## config.mk

```make
export PLATFORM = sky130hd
export DESIGN_NAME = met_mul
export DESIGN_NICKNAME = d
export VERILOG_FILES = /design/src/rtl/mandelbrot_escape_time_core_macros.svh /design/src/rtl/met_pkg.sv /design/src/rtl/met_mul.sv
export SDC_FILE = /design/constraint.sdc
export NUM_CORES = 2
export LEC_CHECK = 0
export BUFFER_PORTS_ARGS = -buffer_cell sky130_fd_sc_hd__buf_2
export CORE_MARGIN = 2
export CORE_UTILIZATION = 35
export CTS_BUF_LIST = sky130_fd_sc_hd__clkbuf_2 sky130_fd_sc_hd__clkbuf_4 sky130_fd_sc_hd__clkbuf_8
export DETAILED_ROUTE_END_ITERATION = 7
export HOLD_SLACK_MARGIN = 0.02
export PLACE_DENSITY = 0.61
export SLEW_MARGIN = 20
export SYNTH_ARGS = -nofsm -noshare
export SYNTH_HDL_FRONTEND = slang
export SYNTH_SLANG_ARGS = --single-unit
```

## constraint.sdc

```tcl
create_clock -name clk -period 0.8 [get_ports clk]
set_input_delay 0.08 -clock clk [delete_from_list [all_inputs] [get_ports clk]]
set_output_delay 0.08 -clock clk [all_outputs]
set_load 0.02 [all_outputs]
```

## src/rtl/mandelbrot_escape_time_core_macros.svh

```systemverilog
// assertion macros for the mandelbrot escape-time core
`ifndef MANDELBROT_ESCAPE_TIME_CORE_MACROS_SVH
`define MANDELBROT_ESCAPE_TIME_CORE_MACROS_SVH

// same-cycle implication, checked outside reset
`define MET_ASSERT_IMP(label, ante, cons, msg) \
    label: assert property (@(posedge clk) disable iff (!rst_n) (ante) |-> (cons)) \
        else $error(msg);

// next-cycle implication, checked outside reset
`define MET_ASSERT_NXT(label, ante, cons, msg) \
    label: assert property (@(posedge clk) disable iff (!rst_n) (ante) |=> (cons)) \
        else $error(msg);

`endif

```

## src/rtl/met_pkg.sv

```systemverilog
// shared types, constants and the multiply schedule of the escape-time core
package met_pkg;

    localparam int STEP_W     = 16;
    localparam int RADIUS_W   = 11;
    localparam int R2_W       = 2 * RADIUS_W;
    localparam int CFG_W      = 16;
    localparam int CFG_IDX_W  = 1;
    localparam int C_W        = 32;
    localparam int Z_W        = 64;
    localparam int C_SHIFT    = 11;
    localparam int MAG_W      = 51;
    localparam int HALF_W     = 32;
    localparam int HI_W       = MAG_W - HALF_W;
    localparam int PROD_W     = 2 * HALF_W;
    localparam int ACC_W      = 104;
    localparam int FRAC_W     = 40;
    localparam int LIMIT_SHIFT = 80;
    localparam int OP_IDX_W   = 3;
    localparam int SQ_OPS     = 6;
    localparam int PR_OPS     = 4;

    localparam logic [CFG_IDX_W-1:0] CFG_MAX_ITER = 1'b0;
    localparam logic [CFG_IDX_W-1:0] CFG_RADIUS   = 1'b1;

    localparam logic [STEP_W-1:0] MAX_ITER_RESET = 16'd100;
    localparam logic [R2_W-1:0]   R2_RESET       = R2_W'(1000 * 1000);

    // round-half-up offsets for the real (2^-40) and imaginary (2^-39) rescale
    localparam logic [ACC_W-1:0] RND_RE = ACC_W'(1) << (FRAC_W - 1);
    localparam logic [ACC_W-1:0] RND_IM = ACC_W'(1) << (FRAC_W - 2);

    typedef enum logic [1:0] {
        SH_0,
        SH_32,
        SH_33,
        SH_64
    } shift_t;

    typedef enum logic [1:0] {
        ACC_RE2,
        ACC_IM2,
        ACC_PRD
    } acc_t;

    typedef struct packed {
        logic   a_im;
        logic   a_hi;
        logic   b_im;
        logic   b_hi;
        shift_t shift;
        acc_t   target;
    } mul_op_t;

    typedef struct packed {
        logic   valid;
        shift_t shift;
        acc_t   target;
    } mul_tag_t;

    function automatic mul_op_t met_mk(input logic a_im, input logic a_hi, input logic b_im,
                                       input logic b_hi, input shift_t shift,
                                       input acc_t target);
        mul_op_t op;
        op.a_im   = a_im;
        op.a_hi   = a_hi;
        op.b_im   = b_im;
        op.b_hi   = b_hi;
        op.shift  = shift;
        op.target = target;
        return op;
    endfunction

    // partial products: squares use lo*lo, 2*lo*hi, hi*hi; the cross product all four
    function automatic mul_op_t met_op(input logic sq_phase, input logic [OP_IDX_W-1:0] idx);
        mul_op_t op;
        op = met_mk(1'b0, 1'b0, 1'b0, 1'b0, SH_0, ACC_RE2);
        if (sq_phase)
        begin
            unique case (idx)
                3'd0:    op = met_mk(1'b0, 1'b0, 1'b0, 1'b0, SH_0,  ACC_RE2);
                3'd1:    op = met_mk(1'b0, 1'b0, 1'b0, 1'b1, SH_33, ACC_RE2);
                3'd2:    op = met_mk(1'b0, 1'b1, 1'b0, 1'b1, SH_64, ACC_RE2);
                3'd3:    op = met_mk(1'b1, 1'b0, 1'b1, 1'b0, SH_0,  ACC_IM2);
                3'd4:    op = met_mk(1'b1, 1'b0, 1'b1, 1'b1, SH_33, ACC_IM2);
                3'd5:    op = met_mk(1'b1, 1'b1, 1'b1, 1'b1, SH_64, ACC_IM2);
                default: op = met_mk(1'b0, 1'b0, 1'b0, 1'b0, SH_0,  ACC_RE2);
            endcase
        end
        else
        begin
            unique case (idx)
                3'd0:    op = met_mk(1'b0, 1'b0, 1'b1, 1'b0, SH_0,  ACC_PRD);
                3'd1:    op = met_mk(1'b0, 1'b0, 1'b1, 1'b1, SH_32, ACC_PRD);
                3'd2:    op = met_mk(1'b0, 1'b1, 1'b1, 1'b0, SH_32, ACC_PRD);
                3'd3:    op = met_mk(1'b0, 1'b1, 1'b1, 1'b1, SH_64, ACC_PRD);
                default: op = met_mk(1'b0, 1'b0, 1'b1, 1'b0, SH_0,  ACC_PRD);
            endcase
        end
        return op;
    endfunction

endpackage

```

## src/rtl/met_mul.sv

```systemverilog
// shared 32x32 unsigned multiplier with registered product and routing tag
module met_mul
(
    input  logic                          clk,
    input  logic                          rst_n,
    input  logic                          issue,
    input  logic [met_pkg::HALF_W-1:0]    op_a,
    input  logic [met_pkg::HALF_W-1:0]    op_b,
    input  met_pkg::shift_t               shift,
    input  met_pkg::acc_t                 target,
    output logic [met_pkg::PROD_W-1:0]    prod,
    output met_pkg::mul_tag_t             prod_tag
);
    import met_pkg::*;

    logic [PROD_W-1:0] prod_reg;
    mul_tag_t          tag_reg;

    always_ff @(posedge clk or negedge rst_n)
    begin
        if (!rst_n)
        begin
            tag_reg <= '0;
        end
        else
        begin
            tag_reg.valid  <= issue;
            tag_reg.shift  <= shift;
            tag_reg.target <= target;
        end
    end

    always_ff @(posedge clk)
    begin
        if (issue)
        begin
            prod_reg <= PROD_W'(op_a) * PROD_W'(op_b);
        end
    end

    assign prod     = prod_reg;
    assign prod_tag = tag_reg;

endmodule

```

==> results.sh <==
export IMPL_end_kind="flip-flop"
export IMPL_drtAntennaViolNets=0
export IMPL_routabilityCongestion=0.8843
export IMPL_tns_ps=-324890
export IMPL_cts_sinks=69
export IMPL_rsz0062_at_grt="true"
export IMPL_syn_num_nets=4983
export IMPL_dp_final_hpwl_mm=85.89
export IMPL_vias_per_cell=4.760
export IMPL_min_delay_path_depth=3
export IMPL_setup_violations=131
export IMPL_worstPathRequired_ps=970
export IMPL_status="complete, but fails checks"
export IMPL_syn_area_mm2=0.03544
export IMPL_yosysWarnings=0
export IMPL_core_area_mm2=0.1003
export IMPL_hold_start="issue"
export IMPL_first_global_vias=29010
export IMPL_relSlewSlack_pct=69.89
export IMPL_nets=5420
export IMPL_synth_cell_type_count=58
export IMPL_cts_tree="done"
export IMPL_async_flop_share_pct=7.246
export IMPL_arrival_ps=6830
export IMPL_final_cell_mix="fa_1, inv_1, and2_1"
export IMPL_track_usage_pct=19.94
export IMPL_failed_checks="negative setup slack"
export IMPL_max_cap_violations=0
export IMPL_die_height_um=322.2
export IMPL_drt_iter0_markers=1395
export IMPL_initial_core_util_pct=35.34
export IMPL_slew_violations=0
export IMPL_hp_class="in2reg"
export IMPL_whs_ps=147.8
export IMPL_htreeDepth=3
export IMPL_drt_pass1_iterations=6
export IMPL_cts_root_buf="clkbuf_8"
export IMPL_cts_buffer_depth=2
export IMPL_grt_pass1_wl_mm=160.1
export IMPL_worst_pin_slew_ps=450.0
export IMPL_layout_commonest_cell="fa_1"
export IMPL_cts_buffers=9
export IMPL_worst_slack_ps=-5861
export IMPL_layout_min_cycle_time_ps=6661
export IMPL_antenna_found_initial=2
export IMPL_crit_type="in2reg"
export IMPL_fin_area_mm2=0.04459
export IMPL_drt_wl_total_mm=100.8
export IMPL_place_area_mm2=0.04106
export IMPL_hold_viol=0
export IMPL_drc_errors=0
export IMPL_overflow=0
export IMPL_clkTransAtPathRegs_ps=100
export IMPL_ys_flop_type="edfxtp_1"
export IMPL_die_area_mm2=0.1038
export IMPL_crit_start="op_a[26]"
export IMPL_drive_above_1_share_pct=23.96
export IMPL_grt_max_degree=23
export IMPL_synth_seq_area_share_pct=5.776
export IMPL_die_w_um=322.2
export IMPL_largest_reg_flops=64
export IMPL_wl_per_cell_um=18.15
export IMPL_yosys_register_bits=69
export IMPL_portBuffers=139
export IMPL_clock_fmax_mhz=150.1
export IMPL_path_max_fanout=9
export IMPL_synth_cells=3753
export IMPL_finalCritPeriodShare_pct=832.7
export IMPL_std_cell_rows=116
export IMPL_synth_edff_count=64
export IMPL_dr_total_vias=26432
export IMPL_syn_mean_instance_area_um2=9.444
export IMPL_cp_start_kind="input pin"
export IMPL_area_delta_synth_final_pct=25.82
export IMPL_io_pins=140
==> Yosys cell counts (4+ instances only) <==
master	instances	area share (%)
fa_1	896	51
o21bai_1	10	0.21
ha_1	263	9.3
o21ai_0	21	0.30
a221o_1	4	0.11
a31oi_1	12	0.21
nand3_1	10	0.14
nand4_1	23	0.41
and3_1	14	0.25
nor3_1	7	0.099
dfrtp_1	5	0.35
a21oi_1	63	0.89
o21a_1	9	0.19
inv_1	865	9.2
o21ai_1	5	0.071
xor2_1	25	0.62
a21o_1	40	0.85
clkbuf_1	213	2.3
edfxtp_1	64	5.4
and2_1	602	11
nor2_1	20	0.21
xnor2_1	35	0.86
nand2_1	480	5.1
buf_2	6	0.085
==> layer usage <==
metal / up-vias / track usage (%) / share of wire [%]
met3: 139 / 2.034 / 3.7
met5: - / 0 / 0.016
met4: 2 / 4.933 / 2.8
met1: 13885 / 24.28 / 39
met2: 616 / 37.49 / 55
li1: 11790 / - / -
==> critical path, stage by stage <==
cell and delay, ps:
buf_4 170, buf_4 160, and2_1 160, fa_1 470, inv_1 60, fa_1 510
fa_2 480, fa_1 560, inv_1 60, fa_1 480, fa_1 510, fa_2 590
fa_1 420, ha_1 300, buf_4 170, inv_1 50, o21bai_1 80, a21oi_2 220
o21a_1 210, o221ai_1 110, a21o_1 240, a221o_1 400, buf_4 170, xor2_1 150
==> repair_timing <==
| item | in CTS | in global routing |
|---|---|---|
| setup endpoints to repair | 132 | 131 |
| resized for setup | 441 | 216 |
| pin swaps | 142 | 171 |
| hold buffers | 6 | 0 |
| hold endpoints to repair | 9 | 0 |
| buffers inserted | 21 | 33 |
| cloned | 4 | 1 |
==> layout make-up <==
class / instances / area [um^2]
Fill cell: 9551 / 55700
Multi-Input combinational cell: 2599 / 31440
Timing Repair Buffer: 646 / 5954
Inverter: 865 / 3247
Sequential cell: 69 / 2047
Tap cell: 1357 / 1698
Clock buffer: 10 / 131.4
Clock inverter: 6 / 71.32
Antenna cell: 1 / 2.502
==> final timing paths <==
check	end	slack, ps
worst max-delay path	prod[52]$_DFFE_PP_	-5860
worst min-delay path	prod_tag[4]$_DFF_PN0_	150
max in group asynchronous	prod_tag[1]$_DFF_PN0_	40
min in group asynchronous	prod_tag[3]$_DFF_PN0_	570
==> through the flow <==
step                      setup WS (ps)  util, %  cells
final                             -5861    44.46   5553
after global routing              -5996    44.46   5552
after CTS                         -5876    43.25   5519
after detailed placement          -6612    40.94   5474
after global placement            -6505    40.94   5474
after floorplan                   -5934        -   3753
==> kinds of logic after synthesis <==
family / count (synthesis) / synth area share [%]
muxes: 1 / 0.02824
xor gates and xnor gates: 60 / 1.483
DFF: 69 / 5.776
buffers and inverters: 1085 / 11.51
AOI/OAI and AO/OA: 202 / 4.063
adders and majority gates: 1159 / 59.90
and+or+nand+nor: 1177 / 17.24
Power is left out: the tool's default activity adds up to more than one toggle a clock period on the data nets, which glitch-free logic cannot reach.
