==> src/rtl/mandelbrot_escape_time_core_macros.svh <==
// assertion macros for the mandelbrot escape-time core
`ifndef MANDELBROT_ESCAPE_TIME_CORE_MACROS_SVH
`define MANDELBROT_ESCAPE_TIME_CORE_MACROS_SVH

// same-cycle implication, checked outside reset
`define MET_ASSERT_IMP(label, ante, cons, msg) \
    label: assert property (@(posedge clk) disable iff (!rst_n) (ante) |-> (cons)) \
        else $error(msg);

// next-cycle implication, checked outside reset
`define MET_ASSERT_NXT(label, ante, cons, msg) \
    label: assert property (@(posedge clk) disable iff (!rst_n) (ante) |=> (cons)) \
        else $error(msg);

`endif

==> src/rtl/met_pkg.sv <==
// shared types, constants and the multiply schedule of the escape-time core
package met_pkg;

    localparam int STEP_W     = 16;
    localparam int RADIUS_W   = 11;
    localparam int R2_W       = 2 * RADIUS_W;
    localparam int CFG_W      = 16;
    localparam int CFG_IDX_W  = 1;
    localparam int C_W        = 32;
    localparam int Z_W        = 64;
    localparam int C_SHIFT    = 11;
    localparam int MAG_W      = 51;
    localparam int HALF_W     = 32;
    localparam int HI_W       = MAG_W - HALF_W;
    localparam int PROD_W     = 2 * HALF_W;
    localparam int ACC_W      = 104;
    localparam int FRAC_W     = 40;
    localparam int LIMIT_SHIFT = 80;
    localparam int OP_IDX_W   = 3;
    localparam int SQ_OPS     = 6;
    localparam int PR_OPS     = 4;

    localparam logic [CFG_IDX_W-1:0] CFG_MAX_ITER = 1'b0;
    localparam logic [CFG_IDX_W-1:0] CFG_RADIUS   = 1'b1;

    localparam logic [STEP_W-1:0] MAX_ITER_RESET = 16'd100;
    localparam logic [R2_W-1:0]   R2_RESET       = R2_W'(1000 * 1000);

    // round-half-up offsets for the real (2^-40) and imaginary (2^-39) rescale
    localparam logic [ACC_W-1:0] RND_RE = ACC_W'(1) << (FRAC_W - 1);
    localparam logic [ACC_W-1:0] RND_IM = ACC_W'(1) << (FRAC_W - 2);

    typedef enum logic [1:0] {
        SH_0,
        SH_32,
        SH_33,
        SH_64
    } shift_t;

    typedef enum logic [1:0] {
        ACC_RE2,
        ACC_IM2,
        ACC_PRD
    } acc_t;

    typedef struct packed {
        logic   a_im;
        logic   a_hi;
        logic   b_im;
        logic   b_hi;
        shift_t shift;
        acc_t   target;
    } mul_op_t;

    typedef struct packed {
        logic   valid;
        shift_t shift;
        acc_t   target;
    } mul_tag_t;

    function automatic mul_op_t met_mk(input logic a_im, input logic a_hi, input logic b_im,
                                       input logic b_hi, input shift_t shift,
                                       input acc_t target);
        mul_op_t op;
        op.a_im   = a_im;
        op.a_hi   = a_hi;
        op.b_im   = b_im;
        op.b_hi   = b_hi;
        op.shift  = shift;
        op.target = target;
        return op;
    endfunction

    // partial products: squares use lo*lo, 2*lo*hi, hi*hi; the cross product all four
    function automatic mul_op_t met_op(input logic sq_phase, input logic [OP_IDX_W-1:0] idx);
        mul_op_t op;
        op = met_mk(1'b0, 1'b0, 1'b0, 1'b0, SH_0, ACC_RE2);
        if (sq_phase)
        begin
            unique case (idx)
                3'd0:    op = met_mk(1'b0, 1'b0, 1'b0, 1'b0, SH_0,  ACC_RE2);
                3'd1:    op = met_mk(1'b0, 1'b0, 1'b0, 1'b1, SH_33, ACC_RE2);
                3'd2:    op = met_mk(1'b0, 1'b1, 1'b0, 1'b1, SH_64, ACC_RE2);
                3'd3:    op = met_mk(1'b1, 1'b0, 1'b1, 1'b0, SH_0,  ACC_IM2);
                3'd4:    op = met_mk(1'b1, 1'b0, 1'b1, 1'b1, SH_33, ACC_IM2);
                3'd5:    op = met_mk(1'b1, 1'b1, 1'b1, 1'b1, SH_64, ACC_IM2);
                default: op = met_mk(1'b0, 1'b0, 1'b0, 1'b0, SH_0,  ACC_RE2);
            endcase
        end
        else
        begin
            unique case (idx)
                3'd0:    op = met_mk(1'b0, 1'b0, 1'b1, 1'b0, SH_0,  ACC_PRD);
                3'd1:    op = met_mk(1'b0, 1'b0, 1'b1, 1'b1, SH_32, ACC_PRD);
                3'd2:    op = met_mk(1'b0, 1'b1, 1'b1, 1'b0, SH_32, ACC_PRD);
                3'd3:    op = met_mk(1'b0, 1'b1, 1'b1, 1'b1, SH_64, ACC_PRD);
                default: op = met_mk(1'b0, 1'b0, 1'b1, 1'b0, SH_0,  ACC_PRD);
            endcase
        end
        return op;
    endfunction

endpackage

==> src/rtl/met_cfg.sv <==
// configuration registers: iteration limit and squared escape radius
module met_cfg
(
    input  logic                             clk,
    input  logic                             rst_n,
    input  logic                             cfg_we,
    input  logic [met_pkg::CFG_IDX_W-1:0]    cfg_index,
    input  logic [met_pkg::CFG_W-1:0]        cfg_wdata,
    output logic [met_pkg::STEP_W-1:0]       max_iter,
    output logic [met_pkg::R2_W-1:0]         radius_sq
);
    import met_pkg::*;

    logic [STEP_W-1:0]   max_iter_reg;
    logic [R2_W-1:0]     radius_sq_reg;
    logic [RADIUS_W-1:0] radius_in;

    assign radius_in = cfg_wdata[RADIUS_W-1:0];

    always_ff @(posedge clk or negedge rst_n)
    begin
        if (!rst_n)
        begin
            max_iter_reg  <= MAX_ITER_RESET;
            radius_sq_reg <= R2_RESET;
        end
        else if (cfg_we)
        begin
            unique case (cfg_index)
                CFG_MAX_ITER: max_iter_reg  <= cfg_wdata[STEP_W-1:0];
                CFG_RADIUS:   radius_sq_reg <= R2_W'(radius_in) * R2_W'(radius_in);
                default:      ;
            endcase
        end
    end

    assign max_iter  = max_iter_reg;
    assign radius_sq = radius_sq_reg;

endmodule

==> config.mk <==
export PLATFORM = sky130hd
export DESIGN_NAME = met_cfg
export DESIGN_NICKNAME = d
export VERILOG_FILES = /design/src/rtl/mandelbrot_escape_time_core_macros.svh /design/src/rtl/met_pkg.sv /design/src/rtl/met_cfg.sv
export SDC_FILE = /design/constraint.sdc
export NUM_CORES = 1
export LEC_CHECK = 0
export ABC_AREA = 1
export BUFFER_PORTS_ARGS = -buffer_cell sky130_fd_sc_hd__buf_2
export CORE_MARGIN = 10
export CORE_UTILIZATION = 40
export DETAILED_ROUTE_END_ITERATION = 7
export SYNTH_ARGS = -nofsm -noshare
export SYNTH_HDL_FRONTEND = slang
export SYNTH_SLANG_ARGS = --single-unit
==> constraint.sdc <==
create_clock -name clk -period 1.81 [get_ports clk]
set_clock_uncertainty 0.15 [all_clocks]
set_input_delay 0.0905 -clock clk [delete_from_list [all_inputs] [get_ports clk]]
set_output_delay 0.0905 -clock clk [all_outputs]
set_load 0.02 [all_outputs]
==> flow_summary.yaml, run 1 <==
run_status:
  violations: "setup timing"
  status: "finished with violations"
cts:
  clk_latency_ns: 0.29
  cts_tree: "yes"
  numCtsBuffers: 5
  numClockSinks: 37
  h-tree-depth: 2
  clk_pin_slew_ns: 0.07
  cts_buffer_depth: 2
  cts_root_buf: "clkbuf_16"
cells_and_area:
  antenna_cells: 0
  fillers: 1044
  finish.net_count: 912
  final_cells: 945
  drive_gt1_frac: 0.395
  largest_reg_flops: 21
  design_area_mm2: 0.00705
  area_delta_synth_final_pct: 42.5
setup_path:
  critical_path_class: "in2reg"
  end_kind: "flop"
  crit_required_ns: 1.84
  crit_path_max_fanout: 6
  worstSetupStartpointType: "input pin"
  worstPathArrival_ns: 3.96
logic_synthesis:
  synth_area_leaders: "fa_1, dfrtp_1, ha_1, nand2_1, inv_1"
  yosysTopAreaCell: "fa_1"
  synth.yosys.seq_area_share: 0.190
  synth_edf_count: 0
  ys_ff_latch: 37
  synth_cells: 626
  synth.top_cells.by_count: "nand2_1, inv_1, fa_1"
  synth_warnings: 0
  async_reset_ff_frac: 1.00
  yosys.area.top_type_share: 0.255
  syn_area_per_cell_um2: 7.90
  yosysUniqueCellTypes: 29
  synth_flop_cell: "dfrtp_1"
  netlist_area_mm2: 0.00495
  yosysMostFrequentCell: "nand2_1"
  synthesis.nets: 762
floorplan:
  num_io_pins: 58
  start_util: 0.410
  die_area_mm2: 0.0172
  die_w_um: 131
  coreArea_mm2: 0.0121
  fp.dieH_um: 131
  row_count: 40
sta:
  setup_ws_ns: -2.12
  max_slew_margin: 0.651
  setup-violations-final: 18
  worst_slew_pin_slew_ns: 0.523
  period_minus_slack_ns: 3.93
  slew_violations: 0
  min_period_over_period: 2.17
  clock.fmax_mhz: 255
  hold_slack_ns: 0.0214
  rsz0062_at_grt: "yes"
  hold_viol: 0
global_routing:
  grt_use_met2: 0.275
  grt_usage: 0.155
  grt_remaining_overflow: 0
  top_usage_layer: "met2"
  grt_pass1_wl_um: 22500
  met1_usage: 0.191
  antenna_found_initial: 0
  grt_max_degree: 20
  grt_pass1_vias: 4715
  use_met3: 0.0255
detailed_routing:
  drcViolationCount: 0
  wl_per_cell_um: 13.6
  viasPerCell: 4.54
  ant_nets: 0
  via_count: 4294
  drt-total-wl_um: 12900
  dr.pass1.iters: 4
  detail_route.iter0.violations: 143
placement:
  placed_cells: 924
  dp_hpwl_um: 10400
  gp_congestion: 0.847
  place_area_mm2: 0.00632
  io_buffers: 56
pwr:
  pwr-share-seq: 0.106
  power_switching_uw: 5790
  finalPower_uw: 12000
  powerDensity_mw_per_mm2: 1700
  sw_frac_of_total: 0.484
  p_int_uw: 6170
  max-vdd-ir-drop_mv: 1.15
  p_leak_uw: 0.00398
  pwr-share-comb: 0.804
  power_frac_clock: 0.090
flow_run:
  max_cap_violations: 0
worst_hold_path:
  hp-class: "in2reg"
[power by group through the flow]
| stage | clock [uW] | combinational (uW) | sequential [uW] |
|---|---|---|---|
| final | 1080 | 9630 | 1270 |
| after global routing | 1130 | 10800 | 1300 |
| after CTS | 1100 | 8950 | 1270 |
| after detailed placement | 0 | 7920 | 1280 |
| after global placement | 0 | 7910 | 1270 |
| after floorplan | 0 | 5210 | 1560 |
[through the flow]
stage	setup TNS (ns)	setup slack (ns)	util
finish	-33.57	-2.12	0.585
global placement	-41.09	-2.55	0.524
global route	-36.50	-2.30	0.585
detailed placement	-41.28	-2.57	0.524
CTS	-33.43	-2.10	0.568
floorplan	-34.70	-2.24	-
[placed cells by master, fill, tap and decap left out, types with 8 or more instances in the layout]
| cell type | synthesis | layout |
|---|---|---|
| inv_2 | 2 | 24 |
| ha_4 | 0 | 13 |
| ha_1 | 53 | 39 |
| dfrtp_1 | 27 | 27 |
| a21oi_1 | 13 | 8 |
| inv_1 | 157 | 132 |
| mux2_2 | 10 | 10 |
| nand3_1 | 20 | 11 |
| o21ai_0 | 16 | 11 |
| dfstp_2 | 10 | 10 |
| nor2_1 | 20 | 19 |
| nand2_2 | 8 | 32 |
| o21ai_1 | 4 | 9 |
| nand3_2 | 4 | 10 |
| buf_4 | 1 | 85 |
| buf_6 | 0 | 17 |
| buf_2 | 3 | 45 |
| fa_1 | 63 | 56 |
| nand2_4 | 0 | 15 |
| nand2_1 | 171 | 132 |
[routing by layer]
metal  share of wire  vias up  routed length [um]
met2            0.52       48                6700
li1                -     2147                   -
met4          0.0093        0                 119
met1            0.44     2091                5660
met3           0.029        8                 378
met5               0        -                   0
[final cells by class]
| class | instances | area (um^2) | area share |
|---|---|---|---|
| sequential | 37 | 938 | 0.133 |
| inverter | 159 | 604 | 0.0857 |
| multi-input combinational | 412 | 3860 | 0.548 |
| tap | 168 | 210 | 0.0298 |
| timing repair buffer | 161 | 1260 | 0.179 |
| clock buffer | 5 | 125 | 0.0177 |
| clock inverter | 3 | 46.3 | 0.00657 |
[cell families (layout without fill, tap and decap cells)]
| logic type | Yosys count | in the layout | share of synthesized area |
|---|---|---|---|
| mux | 10 | 10 | 0.0228 |
| flops | 37 | 37 | 0.190 |
| buf+inv | 177 | 328 | 0.136 |
| other cells | 1 | 1 | 0.000758 |
| fa+ha+maj | 116 | 116 | 0.389 |
| xor+xnor | 13 | 13 | 0.0230 |
| compound gates | 38 | 38 | 0.0415 |
| simple gates | 234 | 234 | 0.198 |
[path summary, 6_finish.rpt]
kind / start / endpoint / slack (ns) / cells past startpoint
setup / recovery: cfg_wdata[7] / radius_sq[21] / -2.12 / 22
hold / removal: cfg_wdata[6] / max_iter[6] / 0.02 / 4
setup reg to reg: max_iter[14] / max_iter[14] / 0.89 / 1
hold reg to reg: radius_sq[16] / radius_sq[16] / 0.32 / 2
max in group asynchronous: rst_n / radius_sq[17] / 0.70 / 3
min in group asynchronous: rst_n / radius_sq[8] / 0.15 / 2
[worst max-delay path, cell delays in order]
cell and delay, ns:
buf_12 0.11, nand2_4 0.06, inv_2 0.03, fa_1 0.51, inv_1 0.05, fa_1 0.47
inv_1 0.05, fa_1 0.46, fa_1 0.53, inv_2 0.04, fa_1 0.49, inv_2 0.05
ha_4 0.31, nand2_4 0.07, nor2_4 0.12, nand3_2 0.10, nand3_4 0.11, nand2_2 0.07
nand2_1 0.05, nand2_1 0.05, nand3_1 0.06, nand2_1 0.05
[timing repair]
item                                    4_1_cts  5_1_grt
buffers inserted                              2        5
hold endpoints to repair                     22        0
gates resized for setup                      79       40
endpoints found under the setup margin       18       18
cloned                                        0        0
pin swaps                                    48       37
hold buffers                                  6        0
(Power assumes the default switching activity.)
==> run 2: changes to the inputs <==
- GPL_TIMING_DRIVEN: not set -> 0
==> run 2 against run 1 <==
The flow still finishes with violations (setup timing). First-iteration DRC count shrank 6.3%. Die area is the same. Critical path depth grew 1. Worst setup slack lost 0.11 ns. Highest routed layer unchanged.
==> flow_summary.yaml, run 2 (synthesis results as in run 1) <==
run_status:
  status: "finished with violations"
  violations: "setup timing"
placement:
  gp_congestion: 0.864
  io_buffers: 56
  dp_hpwl_um: 9810
setup_path:
  worstSetupStartpointType: "input pin"
  crit_start: "cfg_wdata[3]"
  slowest_stage: "fa_1"
  crit_buf_inv: 7
  cp_cell_sequence: "buf_6 -> clkbuf_16 -> nand2_2 -> fa_1 -> inv_2 -> fa_1 -> inv_1 -> fa_1 -> inv_1 -> fa_1 -> inv_2 -> fa_1 -> inv_2 -> ha_4 -> nand2_4 -> nor2_4 -> nand2_1 -> nand3_4 -> nand2_2 -> nand2_1 -> nand2_1 -> nand3_1 -> nand2_1"
  worstSetupEndpoint: "radius_sq[20]"
  worstPathArrival_ns: 4.07
  worst-path-stages: 23
  end_kind: "flop"
  critical_path_class: "in2reg"
  rrSetupSlack_ns: 0.88
  rr_worst_depth: 1
  cp_top_family: "adder cells"
  worstReg2RegStart: "max_iter[8]"
  worst_r2r_endpoint: "max_iter[8]"
  crit_path_max_fanout: 7
  critPathMostFrequentCell: "fa_1"
  cp_slowest_stage_delay_ns: 0.51
  crit_required_ns: 1.85
global_routing:
  grt_remaining_overflow: 0
  grt_usage: 0.158
  grt_pass1_vias: 4778
  grt_use_met2: 0.291
  grt_max_degree: 38
  top_usage_layer: "met2"
  met1_usage: 0.180
  grt_pass1_wl_um: 22700
  use_met3: 0.0301
  antenna_found_initial: 0
worst_hold_path:
  hp-class: "in2reg"
pwr:
  max-vdd-ir-drop_mv: 1.10
  powerDensity_mw_per_mm2: 1640
  finalPower_uw: 11500
  p_leak_uw: 0.00387
cts:
  cts_buffer_depth: 2
  numCtsBuffers: 5
  cts_root_buf: "clkbuf_16"
  numClockSinks: 37
  clk_latency_ns: 0.30
  cts_tree: "yes"
  clk_pin_slew_ns: 0.06
  h-tree-depth: 2
sta:
  setup-violations-final: 18
  clock.fmax_mhz: 248
  worst_slew_pin_slew_ns: 0.923
  max_slew_margin: 0.385
  hold_viol: 0
  setup_ws_ns: -2.23
  slew_violations: 0
  period_minus_slack_ns: 4.04
  rsz0062_at_grt: "yes"
  min_period_over_period: 2.23
cells_and_area:
  final_util: 0.580
  fillers: 1045
  finish.net_count: 880
  drive_gt1_frac: 0.373
  mostFrequentLayoutCells: "inv_1, nand2_1, fa_1"
  antenna_cells: 0
  largest_reg_flops: 21
  layout_commonest_cell: "inv_1"
  area_delta_synth_final_pct: 41.5
detailed_routing:
  detail_route.iter0.violations: 134
  drt-total-wl_um: 13000
  dr.pass1.iters: 4
  wl_per_cell_um: 14.3
  drcViolationCount: 0
  ant_nets: 0
  viasPerCell: 4.63
  via_count: 4225
floorplan:
  row_count: 40
  start_util: 0.410
  die_area_mm2: 0.0172
  die_w_um: 131
  coreArea_mm2: 0.0121
  fp.dieH_um: 131
  num_io_pins: 58
flow_run:
  max_cap_violations: 0
run 2: changes by cell type in the layout (fill, tap and decap cells not counted), sizes merged:
cell         previous run  this run
buf                   155       102
clkbuf                  5        19
dlygate4sd3             6        13
run 2: power by group:
part,internal (uW),switching [uW],total (uW)
combinational,3990,5150,9140
clock,654,426,1080
sequential,1130,124,1260
total,5780,5700,11500
run 2: metal layers:
layer  vias up  part of all wire
met3        16             0.026
met4         0             0.017
met1      2081              0.43
met5         -                 0
met2        47              0.53
li1       2081                 -
run 2: layout make-up:
cell class | instances | area [um^2] | share of cell area
multi-input cells | 412 | 3940 | 0.562
flip-flops and latches | 37 | 938 | 0.134
repair buffers | 111 | 866 | 0.124
inverters | 159 | 597 | 0.0852
plain buffers | 18 | 283 | 0.0404
well taps | 168 | 210 | 0.0300
clock buffers | 5 | 125 | 0.0179
clock inverters | 3 | 46.3 | 0.00661
run 2: worst min-delay path by stage:
stage,startpoint,endpoint,slack (ns),cells past startpoint
after detailed placement,rst_n,radius_sq[7],0.14,1
after global routing,cfg_we,max_iter[1],0.07,3
after global placement,rst_n,radius_sq[7],0.11,1
after floorplan,rst_n,max_iter[0],-0.36,0
final,cfg_we,radius_sq[0],0.05,5
after CTS,cfg_we,radius_sq[0],0.05,5
run 2: through the flow:
stage / hold WS, ns / std cells / setup WS, ns / setup TNS [ns] / cell area, um^2
finish: 0.0501 / 913 / -2.23 / -35.47 / 7000
global placement: 0.111 / 850 / -2.71 / -42.16 / 5860
floorplan: -0.355 / 626 / -2.24 / -34.70 / 5370
global route: 0.0727 / 913 / -2.43 / -38.42 / 7000
CTS: 0.0545 / 905 / -2.25 / -35.60 / 6720
detailed placement: 0.138 / 850 / -2.76 / -42.76 / 5860
run 2: worst min-delay path: cells and delay by family:
kind	cells	cell delay, ns
buffers and inverters	2	0.17
AND/OR/NAND/NOR	3	0.20
run 2: timing repair:
item | in CTS | in global routing
setup buffers | 34 | 8
gates resized for setup | 71 | 52
hold endpoints to repair | 40 | 0
setup endpoints to repair | 18 | 18
cloned | 0 | 0
hold buffers | 13 | 0
pin swaps | 51 | 35
==> run 3: changes to the inputs <==
- SKIP_CTS_REPAIR_TIMING: not set -> 1
==> run 3 against run 2 <==
The run still ends with setup timing left. Highest routed layer unchanged. Via count is 1.2% lower. Combinational power fell by 7.0%. Core utilization fell by 1.7 points. Sequential share of layout area is 0.41 points higher. Sequential power hardly changed. Critical path depth is 1 lower. Sequential cell count did not move. Non-clock buffer count fell by 7. Final cell count down 0.77%.
==> flow_summary.yaml, run 3 (synthesis results as in run 1) <==
cells_and_area:
  layout_commonest_cell: "inv_1"
  largest_reg_flops: 21
  finish.net_count: 873
  drive_gt1_frac: 0.347
  area_delta_synth_final_pct: 37.3
  fillers: 1075
  antenna_cells: 0
  mostFrequentLayoutCells: "inv_1, nand2_1, fa_1"
  final_cells: 906
cts:
  h-tree-depth: 2
  numClockSinks: 37
  cts_root_buf: "clkbuf_16"
  cts_tree: "yes"
  cts_buffer_depth: 2
  clk_pin_slew_ns: 0.07
  numCtsBuffers: 5
  clk_latency_ns: 0.30
sta:
  hold_slack_ns: 0.0200
  setup_ws_ns: -2.33
  worst_slew_pin_slew_ns: 0.920
  period_minus_slack_ns: 4.14
  clock.fmax_mhz: 242
  max_slew_margin: 0.387
  slew_violations: 0
  hold_viol: 0
  setup-violations-final: 18
  rsz0062_at_grt: "yes"
  min_period_over_period: 2.28
worst_hold_path:
  worstHoldStart: "cfg_wdata[6]"
  holdPathEnd: "max_iter[6]"
  hp-class: "in2reg"
  min_path_cells: 4
floorplan:
  start_util: 0.410
  num_io_pins: 58
  coreArea_mm2: 0.0121
  die_area_mm2: 0.0172
  die_w_um: 131
  fp.dieH_um: 131
  row_count: 40
setup_path:
  worstPathArrival_ns: 4.17
  critical_path_class: "in2reg"
  slowest_stage: "fa_1"
  cp_slowest_stage_delay_ns: 0.55
  rrSetupSlack_ns: 0.88
  rr_worst_depth: 1
  worstSetupStartpointType: "input pin"
  cp_cell_sequence: "buf_8 -> clkbuf_16 -> buf_8 -> nand2_4 -> inv_4 -> fa_1 -> fa_1 -> fa_2 -> fa_1 -> inv_1 -> fa_1 -> inv_2 -> ha_4 -> nand2_4 -> nor2_4 -> nand3_2 -> nand3_4 -> nand2_2 -> nand2_1 -> nand2_1 -> nand3_1 -> nand2_1"
  cp_top_family: "adder cells"
  crit_required_ns: 1.85
  worst_r2r_endpoint: "max_iter[8]"
  worstReg2RegStart: "max_iter[8]"
  critPathMostFrequentCell: "fa_1"
  end_kind: "flop"
  crit_buf_inv: 6
  crit_path_max_fanout: 6
detailed_routing:
  via_count: 4176
  drcViolationCount: 0
  viasPerCell: 4.61
  drt-total-wl_um: 12700
  detail_route.iter0.violations: 134
  ant_nets: 0
  wl_per_cell_um: 14.0
  dr.pass1.iters: 4
pwr:
  p_leak_uw: 0.00382
  max-vdd-ir-drop_mv: 1.03
  powerDensity_mw_per_mm2: 1600
  finalPower_uw: 10800
placement:
  gp_congestion: 0.864
  placed_cells: 850
  place_ws_ns: -2.76
  dp_hpwl_um: 9810
  io_buffers: 56
global_routing:
  grt_pass1_wl_um: 21100
  grt_max_degree: 38
  grt_usage: 0.146
  grt_remaining_overflow: 0
  antenna_found_initial: 0
  grt_pass1_vias: 4474
run_status:
  status: "finished with violations"
  violations: "setup timing"
flow_run:
  max_cap_violations: 0
-- run 3: power by group --
group	leakage (uW)	internal, uW	switching [uW]
sequential	0.000434	1130	126
combinational	0.00331	3520	4980
clock	0.0000800	654	423
-- run 3: worst max path at each step --
stage                            start             to  slack (ns)  depth (start not counted)
after global placement    cfg_wdata[8]  radius_sq[13]       -2.71                         19
after floorplan           cfg_wdata[7]  radius_sq[20]       -2.24                         22
after CTS                 cfg_wdata[8]  radius_sq[13]       -2.47                         19
after global routing      cfg_wdata[4]  radius_sq[20]       -2.48                         23
after detailed placement  cfg_wdata[8]  radius_sq[13]       -2.76                         19
final                     cfg_wdata[2]  radius_sq[21]       -2.33                         22
-- run 3: layout make-up --
cell class                      count  area (um^2)  area share
Buffer                             18          267      0.0392
Clock buffer                        5          125      0.0184
Clock inverter                      3         46.3     0.00682
Inverter                          159          602      0.0886
Multi-Input combinational cell    412         3840       0.565
Sequential cell                    37          938       0.138
Tap cell                          168          210      0.0310
Timing Repair Buffer              104          763       0.112
-- run 3: metrics by stage --
| step | TNS, ns | utilization | area [um^2] |
|---|---|---|---|
| after floorplan | -34.70 | - | 5370 |
| after global placement | -42.16 | 0.486 | 5860 |
| after detailed placement | -42.76 | 0.486 | 5860 |
| after CTS | -37.35 | 0.500 | 6030 |
| after global routing | -39.18 | 0.563 | 6790 |
| final | -36.36 | 0.563 | 6790 |
-- run 3: routing by layer --
layer,vias to the layer above,wire (um),track usage
met4,0,223,0.0394
li1,2070,-,-
met3,17,443,0.0305
met2,60,6630,0.263
met1,2029,5390,0.171
met5,-,0,0
